--- src/hdl/cfr_pkg.sv ---
// Package for the four-window crossfade router: widths, register indexes, window centres.
package cfr_pkg;

  localparam int SAMPLE_W    = 10;
  localparam int LEVEL_W     = 12;
  localparam int GAIN_W      = 13;
  localparam int SUM_W       = 15;
  localparam int POS_W       = 12;  // signed window position, -512..1534
  localparam int WIDTH_W     = 11;  // signed window width, -127..1023
  localparam int SCAN_W      = 4;
  localparam int ROUTE_W     = 2;
  localparam int N_CHAN      = 4;
  localparam int CFG_INDEX_W = 1;
  localparam int CFG_DATA_W  = 12;

  localparam logic [CFG_INDEX_W-1:0] REG_WIDTH_BASE    = 1'd0;
  localparam logic [CFG_INDEX_W-1:0] REG_LED_THRESHOLD = 1'd1;

  localparam logic [SAMPLE_W-1:0] WIDTH_BASE_RESET    = 10'd339;
  localparam logic [LEVEL_W-1:0]  LED_THRESHOLD_RESET = 12'd1024;
  localparam logic [POS_W-1:0]    POS_CENTRE          = 12'd512;
  localparam logic [SUM_W-1:0]    LEVEL_MAX           = 15'd4095;
  localparam logic [ROUTE_W-1:0]  CHAN_XOR            = 2'd2;

  typedef logic [ROUTE_W-1:0] route_t;
  typedef route_t [N_CHAN-1:0] route_map_t;
  typedef logic [GAIN_W-1:0] gain_t;

  typedef logic signed [POS_W-1:0] centre_arr_t [N_CHAN];
  localparam centre_arr_t CENTRES = '{12'sd0, 12'sd341, 12'sd682, 12'sd1023};

endpackage

--- src/hdl/cfr_if.sv ---
// Valid/ready channel interfaces for scan items and level results.
interface cfr_scan_if
  import cfr_pkg::*;
  ();
  logic                valid;
  logic                ready;
  logic                switch_closed;
  logic [SAMPLE_W-1:0] cv_sample;
  logic [SAMPLE_W-1:0] position_sample;
  logic [SAMPLE_W-1:0] width_sample;

  modport source (output valid, switch_closed, cv_sample, position_sample, width_sample,
                  input ready);
  modport sink   (input valid, switch_closed, cv_sample, position_sample, width_sample,
                  output ready);
endinterface

interface cfr_level_if
  import cfr_pkg::*;
  ();
  logic               valid;
  logic               ready;
  logic [LEVEL_W-1:0] level_a;
  logic [LEVEL_W-1:0] level_b;
  logic [LEVEL_W-1:0] level_c;
  logic [LEVEL_W-1:0] level_d;
  logic [N_CHAN-1:0]  led_mask;
  logic [SCAN_W-1:0]  next_scan_position;

  modport source (output valid, level_a, level_b, level_c, level_d, led_mask,
                  next_scan_position, input ready);
  modport sink   (input valid, level_a, level_b, level_c, level_d, led_mask,
                  next_scan_position, output ready);
endinterface

--- src/hdl/cfr_window.sv ---
// Triangular window gain for one channel: max(0, w - |x - centre|) << 3.
module cfr_window
  import cfr_pkg::*;
(
  input  logic signed [POS_W-1:0]   pos,
  input  logic signed [WIDTH_W-1:0] width,
  input  logic signed [POS_W-1:0]   centre,
  output gain_t                     gain
);

  logic signed [POS_W:0]   delta_s;
  logic        [POS_W-1:0] delta;
  logic signed [POS_W+1:0] diff;

  always_comb begin
    delta_s = {pos[POS_W-1], pos} - {centre[POS_W-1], centre};  // one bit wider, no overflow
    delta   = delta_s[POS_W] ? POS_W'(-delta_s) : delta_s[POS_W-1:0];
    diff    = (POS_W+2)'(width) - $signed({2'b00, delta});
    if (diff[POS_W+1]) begin
      gain = '0;
    end else begin
      gain = {diff[SAMPLE_W-1:0], 3'b000};
    end
  end

endmodule

--- src/hdl/four_window_crossfade_router.sv ---
// Top level of the four-window crossfade router: scan routing, window gains, output sums.
//
//   channel  dir  fields
//   -------  ---  ------------------------------------------------------------
//   scan     in   switch_closed, cv_sample, position_sample, width_sample
//   levels   out  level_a..level_d, led_mask, next_scan_position
//   cfg      in   cfg_write, cfg_index, cfg_data (width_base, led_threshold)
//
// One beat per cycle sustained while levels is not stalled; each scan beat
// passes the input register, then gain/sum logic and the result register.
// rst is synchronous: scan position to 0, routes to identity, registers to
// their reset values, both stages empty.
// A stall on levels holds the result register; the input register still takes
// one more beat if empty, then scan.ready drops until the result is taken.
module four_window_crossfade_router
  import cfr_pkg::*;
(
  input  logic                   clk,
  input  logic                   rst,
  input  logic                   cfg_write,
  input  logic [CFG_INDEX_W-1:0] cfg_index,
  input  logic [CFG_DATA_W-1:0]  cfg_data,
  cfr_scan_if.sink               scan,
  cfr_level_if.source            levels
);

  // configuration
  logic [SAMPLE_W-1:0] width_base;
  logic [LEVEL_W-1:0]  led_threshold;

  always_ff @(posedge clk) begin
    if (rst) begin
      width_base    <= WIDTH_BASE_RESET;
      led_threshold <= LED_THRESHOLD_RESET;
    end else if (cfg_write) begin
      case (cfg_index)
        REG_WIDTH_BASE:    width_base    <= cfg_data[SAMPLE_W-1:0];
        REG_LED_THRESHOLD: led_threshold <= cfg_data[LEVEL_W-1:0];
        default: ;
      endcase
    end
  end

  // scan state: updated at the accepting edge, so each item sees the
  // routes as they stand after its own switch sample
  logic [SCAN_W-1:0] scan_position;
  route_map_t        route;
  route_map_t        route_next;
  logic [SCAN_W-1:0] scan_position_next;
  route_t            sel_chan;

  logic scan_accept;
  logic s1_valid;
  logic s1_advance;
  logic out_valid;

  assign s1_advance  = !out_valid || levels.ready;
  assign scan.ready  = !s1_valid || s1_advance;
  assign scan_accept = scan.valid && scan.ready;

  always_comb begin
    sel_chan           = scan_position[SCAN_W-1:ROUTE_W] ^ CHAN_XOR;
    route_next         = route;
    if (scan.switch_closed) begin
      route_next[sel_chan] = scan_position[ROUTE_W-1:0];
    end
    scan_position_next = scan_position + SCAN_W'(1);
  end

  always_ff @(posedge clk) begin
    if (rst) begin
      scan_position <= '0;
      for (int i = 0; i < N_CHAN; i++) begin
        route[i] <= route_t'(i);
      end
    end else if (scan_accept) begin
      scan_position <= scan_position_next;
      route         <= route_next;
    end
  end

  // input register
  logic [SAMPLE_W-1:0] s1_cv;
  logic [SAMPLE_W-1:0] s1_pos;
  logic [SAMPLE_W-1:0] s1_width;
  route_map_t          s1_route;
  logic [SCAN_W-1:0]   s1_scan;

  always_ff @(posedge clk) begin
    if (rst) begin
      s1_valid <= 1'b0;
    end else if (scan.ready) begin
      s1_valid <= scan.valid;
    end
  end

  always_ff @(posedge clk) begin
    if (scan_accept) begin
      s1_cv    <= scan.cv_sample;
      s1_pos   <= scan.position_sample;
      s1_width <= scan.width_sample;
      s1_route <= route_next;
      s1_scan  <= scan_position_next;
    end
  end

  // window position and width
  logic signed [POS_W-1:0]   x_pos;
  logic signed [WIDTH_W-1:0] w_width;

  assign x_pos   = $signed(POS_W'(s1_cv) + POS_W'(s1_pos) - POS_CENTRE);
  assign w_width = $signed(WIDTH_W'(width_base) - WIDTH_W'(s1_width >> 3));

  gain_t gain [N_CHAN];

  for (genvar g = 0; g < N_CHAN; g++) begin : g_win
    cfr_window u_win (
      .pos    (x_pos),
      .width  (w_width),
      .centre (CENTRES[g]),
      .gain   (gain[g])
    );
  end

  // route gains to outputs, sum, saturate; LEDs use the raw gain
  logic [SUM_W-1:0]   sum [N_CHAN];
  logic [LEVEL_W-1:0] level [N_CHAN];
  logic [N_CHAN-1:0]  led;

  always_comb begin
    for (int j = 0; j < N_CHAN; j++) begin
      sum[j] = '0;
      for (int i = 0; i < N_CHAN; i++) begin
        if (s1_route[i] == route_t'(j)) begin
          sum[j] = sum[j] + SUM_W'(gain[i]);
        end
      end
      level[j] = (sum[j] > LEVEL_MAX) ? LEVEL_MAX[LEVEL_W-1:0] : sum[j][LEVEL_W-1:0];
    end
    for (int i = 0; i < N_CHAN; i++) begin
      led[i] = gain[i] > GAIN_W'(led_threshold);
    end
  end

  // result register
  always_ff @(posedge clk) begin
    if (rst) begin
      out_valid <= 1'b0;
    end else if (s1_advance) begin
      out_valid <= s1_valid;
    end
  end

  always_ff @(posedge clk) begin
    if (s1_advance && s1_valid) begin
      levels.level_a            <= level[0];
      levels.level_b            <= level[1];
      levels.level_c            <= level[2];
      levels.level_d            <= level[3];
      levels.led_mask           <= led;
      levels.next_scan_position <= s1_scan;
    end
  end

  assign levels.valid = out_valid;

  // checks
  a_scan_step: assert property (@(posedge clk) disable iff (rst)
    scan_accept |=> scan_position == $past(scan_position) + SCAN_W'(1))
    else $error("scan position did not advance on accepted beat");

  a_scan_hold: assert property (@(posedge clk) disable iff (rst)
    !scan_accept |=> $stable(scan_position) && $stable(route))
    else $error("scan state moved without a beat");

  a_stage_move: assert property (@(posedge clk) disable iff (rst)
    s1_valid && s1_advance |=> out_valid)
    else $error("item lost between input and result register");

  a_reset_route: assert property (@(posedge clk)
    rst |=> scan_position == '0 && route[0] == route_t'(0) && route[3] == route_t'(3))
    else $error("scan state not cleared by reset");

endmodule

--- src/flat_wrapper.sv ---
// flat-port wrapper written by rule: the top's interface ports become plain ports
module four_window_crossfade_router_flat import cfr_pkg::*;
  (clk, rst, cfg_write, cfg_index, cfg_data, scan_valid, scan_switch_closed, scan_cv_sample, scan_position_sample, scan_width_sample, scan_ready, levels_valid, levels_level_a, levels_level_b, levels_level_c, levels_level_d, levels_led_mask, levels_next_scan_position, levels_ready);
  cfr_scan_if scan_i ();
  cfr_level_if levels_i ();
  input  logic clk;
  input  logic rst;
  input  logic cfg_write;
  input  logic [CFG_INDEX_W-1:0] cfg_index;
  input  logic [CFG_DATA_W-1:0] cfg_data;
  input wire logic [$bits(scan_i.valid)-1:0] scan_valid;
  input wire logic [$bits(scan_i.switch_closed)-1:0] scan_switch_closed;
  input wire logic [$bits(scan_i.cv_sample)-1:0] scan_cv_sample;
  input wire logic [$bits(scan_i.position_sample)-1:0] scan_position_sample;
  input wire logic [$bits(scan_i.width_sample)-1:0] scan_width_sample;
  output wire logic [$bits(scan_i.ready)-1:0] scan_ready;
  output wire logic [$bits(levels_i.valid)-1:0] levels_valid;
  output wire logic [$bits(levels_i.level_a)-1:0] levels_level_a;
  output wire logic [$bits(levels_i.level_b)-1:0] levels_level_b;
  output wire logic [$bits(levels_i.level_c)-1:0] levels_level_c;
  output wire logic [$bits(levels_i.level_d)-1:0] levels_level_d;
  output wire logic [$bits(levels_i.led_mask)-1:0] levels_led_mask;
  output wire logic [$bits(levels_i.next_scan_position)-1:0] levels_next_scan_position;
  input wire logic [$bits(levels_i.ready)-1:0] levels_ready;
  assign scan_i.valid = scan_valid;
  assign scan_i.switch_closed = scan_switch_closed;
  assign scan_i.cv_sample = scan_cv_sample;
  assign scan_i.position_sample = scan_position_sample;
  assign scan_i.width_sample = scan_width_sample;
  assign scan_ready = scan_i.ready;
  assign levels_valid = levels_i.valid;
  assign levels_level_a = levels_i.level_a;
  assign levels_level_b = levels_i.level_b;
  assign levels_level_c = levels_i.level_c;
  assign levels_level_d = levels_i.level_d;
  assign levels_led_mask = levels_i.led_mask;
  assign levels_next_scan_position = levels_i.next_scan_position;
  assign levels_i.ready = levels_ready;
  four_window_crossfade_router u_core (.clk(clk), .rst(rst), .cfg_write(cfg_write), .cfg_index(cfg_index), .cfg_data(cfg_data), .scan(scan_i), .levels(levels_i));
endmodule
--- config.mk ---
export PLATFORM = sky130hd
export DESIGN_NAME = four_window_crossfade_router_flat
export DESIGN_NICKNAME = d
export VERILOG_FILES = /design/src/hdl/cfr_pkg.sv /design/src/hdl/cfr_if.sv /design/src/hdl/cfr_window.sv /design/src/hdl/four_window_crossfade_router.sv /design/src/flat_wrapper.sv
export SDC_FILE = /design/constraint.sdc
export NUM_CORES = 1
export LEC_CHECK = 0
export BUFFER_PORTS_ARGS = -buffer_cell sky130_fd_sc_hd__buf_2
export CORE_ASPECT_RATIO = 0.75
export CORE_MARGIN = 2
export CORE_UTILIZATION = 68
export DETAILED_ROUTE_END_ITERATION = 16
export PLACE_DENSITY_LB_ADDON = 0.2
export SYNTH_ARGS = -nofsm -noshare
export SYNTH_HDL_FRONTEND = slang
export SYNTH_SLANG_ARGS = --single-unit
--- constraint.sdc ---
create_clock -name clk -period 15.6 [get_ports clk]
set_input_delay 1.56 -clock clk [delete_from_list [all_inputs] [get_ports clk]]
set_output_delay 1.56 -clock clk [all_outputs]
set_load 0.02 [all_outputs]
==> impl_metrics.ini, run 1 <==
[outcome]
status = finished, final reports clean

[routing]
finalWirelength_um = 50990
wl_per_cell_um = 20.90
drcViolationCount = 0
dr.pass1.iters = 8
drt_iter0_markers = 1792
vias = 16330
antenna_left = 0
via_per_inst = 6.694

[global_routing]
met1_usage = 0.5659
use_met2 = 0.5936
grt.met3_usage = 0.1072
grt_pass1_wl_um = 79260
grt_max_degree = 51
overflow = 0
grt_pass1_vias = 14900
grt_util_all_layers = 0.3991
grt_busiest_layer = met2
antenna_found_initial = 0

[power_and_ir_drop]
p_leak_uw = 0.008309
power_frac_comb = 0.716
vdd.ir_drop.worst_uv = 106.7
seqPwrFrac = 0.142
p_int_uw = 1436
p_clk_frac = 0.143
p_switching_uw = 1520
power.density_nw_per_um2 = 165.9
swShare = 0.5142

[clocking]
cts_root_buf = clkbuf_16
clockBufferDepth = 2
tritoncts.num_buffers = 17
clock_latency_ns = 0.46
path_clk_slew_ns = 0.09
cts_resized = 0
cts_setup_buffers = 0
cts_tree = done
cts_sinks = 123
hold_buffers = 0
ctsHtreeMaxLevel = 4

[logic_synthesis]
async_flop_share = 0
seq_area_frac_synth = 0.2044
syn_inst = 2038
synth.area.top_cells = ha_1 18%, edfxtp_1 16%, xnor2_1 6.2%, nand2_1 5.4%, dfxtp_1 4.4%
syn_nets = 2343
synth_edf_count = 87
synth_area_um2 = 16310
yosysTopAreaCellShare = 0.1826
netlist-cell-type-count = 75
yosysWarnings = 0
avgSynthCellArea_um2 = 8.002
synth_seq_cells = 123
yosysMostFrequentCell = ha_1
synthTopCellsByCount = 238 x ha_1, 236 x nand2_1, 187 x nor2_1
synth_flop_cell = edfxtp_1
yosys.area.top_type = ha_1

[layout]
fill_cells = 1862
area_delta_synth_final_pct = 9.245
layout.nets = 2426
n_antenna_cell = 0
final_cells = 2440
fin_util = 0.7489
drive_gt1_frac = 0.1017

[floorplan]
die_h_um = 138.1
io_pins = 107
die-area_um2 = 25250
die_x_um = 182.8
initial_core_util = 0.6856
row_count = 49
core_um2 = 23790

[placed_design]
place_ws_ns = 3.201
gp_congestion = 1.027
io_buffers = 103
hpwl_um = 38550
dp.cells = 2408

[critical_path]
critical-path-top-delay-family = compound AO/OA/AOI/OAI gates
r2r_cells = 44
critPathCaptureType = flop
critPathKind = reg -> reg
startpoint_type = flop
crit_slowest_cell = a311oi_1
worstPathMaxFanout = 16
crit_top_cell = ha_1
critical_path.max_stage_delay_ns = 0.91
worst-path-buf-inv = 0
required_ns = 15.69
cp_num_cells = 44
critical_path_arrival_ns = 12.88

[sta]
skew_ns = 0.03370
tns_ns = 0
finalSetupViolCount = 0
layout_min_cycle_time_ns = 12.79
hold_violations = 0
setup_ws_ns = 2.810
tightest_slew_ns = 1.369
fin_crit_sh = 0.8199
maxSlewHeadroom = 0.07908
fmax_mhz = 78.18
rsz0062_at_grt = false
holdWs_ns = 0.4217
slew_violations = 0

[job]
maxCapViolCount = 0

[hold_path]
hold_class = reg -> reg
hold_depth = 0
registers in the layout, summed over array words and instances (netlist names):
| name | count |
|---|---|
| u_core.s1_valid | 1 |
| u_core.s1_pos | 10 |
| u_core.levels.valid | 1 |
| u_core.levels.next_scan_position | 4 |
| u_core.route | 8 |
| u_core.s1_scan | 4 |
| u_core.levels.led_mask | 4 |
| u_core.width_base | 10 |
| u_core.scan_position | 4 |
| u_core.s1_width | 7 |
| u_core.levels.level_b | 10 |
| u_core.levels.level_c | 10 |
| u_core.levels.level_a | 10 |
| u_core.s1_cv | 10 |
| u_core.s1_route | 8 |
| u_core.levels.level_d | 10 |
| u_core.led_threshold | 12 |
power groups by stage:
stage	Clock, µW	Sequential [µW]	Combinational (µW)
finish	422	419	2120
global route	431	422	2280
CTS	419	418	2040
detailed placement	0	425	2010
global placement	0	424	1950
floorplan	0	451	1440
cell type report:
| type | instances | area, µm² | share of cell area |
|---|---|---|---|
| Clock inverter | 15 | 172.7 | 0.009692 |
| Tap cell | 306 | 382.9 | 0.02149 |
| Clock buffer | 17 | 425.4 | 0.02388 |
| Inverter | 90 | 337.8 | 0.01896 |
| Sequential cell | 123 | 3333 | 0.1871 |
| Multi-Input combinational cell | 1756 | 12420 | 0.6973 |
| Timing Repair Buffer | 133 | 740.7 | 0.04158 |
cells in the final DEF (no fill, tap or decap), types with 6 or more instances in the layout:
| master | Yosys | routed |
|---|---|---|
| a211o_1 | 16 | 16 |
| a211oi_1 | 38 | 22 |
| a211oi_2 | 0 | 16 |
| a21o_1 | 68 | 68 |
| a21oi_1 | 143 | 143 |
| a31oi_1 | 16 | 16 |
| a41oi_1 | 6 | 6 |
| and2_1 | 13 | 13 |
| and3_1 | 17 | 17 |
| buf_2 | 3 | 103 |
| buf_4 | 8 | 30 |
| clkbuf_16 | 0 | 17 |
| dfxtp_1 | 36 | 36 |
| edfxtp_1 | 87 | 87 |
| fa_1 | 18 | 18 |
| ha_1 | 238 | 238 |
| inv_1 | 90 | 89 |
| mux2_2 | 14 | 14 |
| mux2i_1 | 6 | 6 |
| nand2_1 | 236 | 236 |
| nand2b_1 | 38 | 38 |
| nand3_1 | 48 | 48 |
| nand3b_1 | 19 | 19 |
| nand4_1 | 18 | 18 |
| nor2_1 | 187 | 187 |
| nor2b_1 | 34 | 33 |
| nor3_1 | 36 | 36 |
| o211ai_1 | 21 | 21 |
| o21a_1 | 38 | 38 |
| o21ai_0 | 129 | 129 |
| o21bai_1 | 19 | 19 |
| o22ai_1 | 25 | 25 |
| o311ai_0 | 6 | 6 |
| o31ai_1 | 18 | 18 |
| or2_2 | 10 | 10 |
| or3_1 | 19 | 19 |
| xnor2_1 | 115 | 115 |
| xor2_1 | 58 | 58 |
path summary, 6_finish.rpt:
| path | from | to | slack, ns |
|---|---|---|---|
| min reg2reg | u_core.s1_scan[2] | u_core.levels.next_scan_position[2] | 0.42 |
| max reg2reg | u_core.s1_cv[2] | u_core.levels.level_d[4] | 2.81 |
| min | u_core.s1_scan[2] | u_core.levels.next_scan_position[2] | 0.42 |
| max | u_core.s1_cv[2] | u_core.levels.level_d[4] | 2.81 |
per-layer routing:
metal | up-vias | part of all wire | wire (µm)
li1 | 7625 | - | -
met2 | 932 | 0.42 | 21280
met5 | - | 0 | 0
met1 | 7646 | 0.42 | 21390
met4 | 0 | 0.031 | 1578
met3 | 131 | 0.13 | 6736
stage by stage:
step	power (µW)	cell area [µm²]
detailed placement	2440	17220
CTS	2878	17820
finish	2956	17820
floorplan	1895	16310
global route	3134	17820
global placement	2371	17220
kinds of logic after synthesis:
kind of cell               Yosys count  share of synthesized area
AOI/OAI and AO/OA                  607                     0.2428
xor gates and xnor gates           175                    0.09567
adders and majority gates          256                     0.2047
buffers and inverters              159                    0.03959
DFF                                123                     0.2044
muxes                               20                    0.01335
and+or+nand+nor                    698                     0.1996
worst reg2reg max path: cells and delay by family, from the launching register on:
family                   cells  cell delay, ns
AND/OR/NAND/NOR             11            2.77
flip-flops                   1            0.38
XOR/XNOR                     2            0.31
AO/OA/AOI/OAI               24            6.77
adder cells (fa/ha/maj)      7            2.22
(Power assumes the default switching activity.)
==> run 2: changes to the inputs <==
--- a/config.mk
+++ b/config.mk
@@ -8,7 +8,7 @@
 export BUFFER_PORTS_ARGS = -buffer_cell sky130_fd_sc_hd__buf_2
 export CORE_ASPECT_RATIO = 0.75
 export CORE_MARGIN = 2
-export CORE_UTILIZATION = 68
+export CORE_UTILIZATION = 64
 export DETAILED_ROUTE_END_ITERATION = 16
 export PLACE_DENSITY_LB_ADDON = 0.2
 export SYNTH_ARGS = -nofsm -noshare
==> constraint.sdc (replaced) <==
create_clock -name clk -period 11.83 [get_ports clk]
set_input_delay 1.183 -clock clk [delete_from_list [all_inputs] [get_ports clk]]
set_output_delay 1.183 -clock clk [all_outputs]
set_load 0.02 [all_outputs]
==> run 2 against run 1 <==
Sequential power up 32%; wire length up 0.23%; highest routed layer unchanged; critical endpoint is now u_core.levels.level_d[3]; count of clock-buffer cells in the layout up 1; sequential cell count unchanged.
==> impl_metrics.ini, run 2 (synthesis gave the netlist of run 1 again) <==
[outcome]
status = finished, final reports clean

[layout]
n_antenna_cell = 0
regMostFlops = u_core.led_threshold
seqCellArea_um2 = 3333
final_common_cell = ha_1
layout.nets = 2438
layout_common_cells = 238 x ha_1, 236 x nand2_1, 186 x nor2_1
fill_cells = 2024
multiInputGateArea_um2 = 12500
final_cells = 2484
area_delta_synth_final_pct = 10.48
drive_gt1_frac = 0.1118
largest_register_ffs = 12

[floorplan]
die_x_um = 188.3
io_pins = 107
die_h_um = 142.2
die-area_um2 = 26790
row_count = 50
core_um2 = 25020
initial_core_util = 0.6517

[sta]
skew_ns = 0.01771
rsz0062_at_grt = false
finalSetupViolCount = 0
layout_min_cycle_time_ns = 11.26
maxSlewHeadroom = 0.07352
fmax_mhz = 88.84
slew_violations = 0
hold_violations = 0
tightest_slew_ns = 1.377
holdWs_ns = 0.4192
fin_crit_sh = 0.9515
tns_ns = 0

[clocking]
clock_latency_ns = 0.45
cts_tree = done
cts_root_buf = clkbuf_16
path_clk_slew_ns = 0.07
tritoncts.num_buffers = 17
clockBufferDepth = 2
cts_sinks = 123
ctsHtreeMaxLevel = 4

[routing]
drt_iter0_markers = 1756
vias = 16080
dr.pass1.iters = 6
drt-met1-wl_um = 22460
wl_met2_um = 20740
antenna_left = 0
wl_per_cell_um = 20.57
via_per_inst = 6.473
finalWirelength_um = 51110
drcViolationCount = 0
top_layer = met4
wl_met3_um = 6404

[placed_design]
gp_congestion = 1.023
io_buffers = 103
dp.cells = 2451
hpwl_um = 39690

[global_routing]
grt_max_degree = 51
grt_pass1_wl_um = 79230
antenna_found_initial = 0
grt_pass1_vias = 14900
grt_util_all_layers = 0.3806
overflow = 0

[hold_path]
hold_end = u_core.levels.next_scan_position[2]
hold_class = reg -> reg
hold_depth = 0
min-delay-start = u_core.s1_scan[2]

[critical_path]
critical_path.max_stage_delay_ns = 0.46
worstPathMaxFanout = 10
r2r_cells = 47
crit_top_cell = ha_1
critPathCaptureType = flop
r2r_start = u_core.s1_cv[2]
reg2reg_to = u_core.levels.level_d[3]
crit_slowest_cell = a2111o_1
reg2reg_slack_ns = 0.57
critPathKind = reg -> reg
required_ns = 11.98
startpoint_type = flop
critical_path_arrival_ns = 11.41

[power_and_ir_drop]
p_leak_uw = 0.008379
power.density_nw_per_um2 = 216.6
vdd.ir_drop.worst_uv = 153.2

[job]
maxCapViolCount = 0
run 2: cell count changes in the layout (fill, tap and decap cells not counted), moves of 2 or more:
cell       previous run  this run
o21ai_0             129       127
nor3_1               36        33
buf_4                30        42
a2111oi_1             1         3
clkinv_4              4         2
a2111oi_0             3         1
nor3_2                0         2
inv_6                 4         6
a211oi_1             22        20
run 2: worst max-delay path: cells and delay by family (launching register included):
family	cells	cell delay, ns
AO/OA/AOI/OAI	24	5.36
XOR/XNOR	2	0.30
adder cells (fa/ha/maj)	7	2.14
buffers and inverters	2	0.43
flip-flops	1	0.39
AND/OR/NAND/NOR	12	2.33
run 2: through the flow:
step,area [µm²],power [µW],utilization,setup slack (ns)
floorplan,16310,2499,-,1.182
global placement,17340,3167,0.6930,0.3365
detailed placement,17340,3240,0.6930,0.04580
finish,18020,3903,0.7200,0.5733
CTS,17940,3796,0.7169,0.1925
global route,18020,4165,0.7200,0.06166
run 2: how the worst max path moves through the flow:
stage               cells past startpoint                        to  slack, ns             start
floorplan                              47  u_core.levels.level_d[4]       1.18  u_core.s1_pos[1]
global placement                       47  u_core.levels.level_d[3]       0.34  u_core.s1_pos[1]
detailed placement                     47  u_core.levels.level_d[3]       0.05  u_core.s1_pos[1]
CTS                                    49  u_core.levels.level_d[3]       0.19  u_core.s1_pos[1]
global route                           49  u_core.levels.level_d[3]       0.06   u_core.s1_cv[2]
finish                                 47  u_core.levels.level_d[3]       0.57   u_core.s1_cv[2]
run 2: metal layers:
layer  track usage  up-vias
li1              -     7644
met1        0.5439     7450
met2        0.5584      868
met3        0.1050      117
met4        0.1147        0
met5             0        -
run 2: cell type report:
type / count / share of cell area
clock inverters: 14 / 0.007917
inverters: 90 / 0.01875
flip-flops and latches: 123 / 0.1850
clock buffers: 18 / 0.02500
multi-input cells: 1756 / 0.6937
well taps: 338 / 0.02347
repair buffers: 145 / 0.04611
run 2: where the power goes:
group	switching (µW)	total, µW	internal [µW]
Clock	244	537	293
Combinational	1740	2810	1080
Sequential	18.5	552	533
run 2: what timing repair did:
item,in CTS,in global routing
hold buffers,0,0
setup endpoints to repair,1,40
buffers inserted,0,1
resized for setup,1,17
pin swaps,0,1
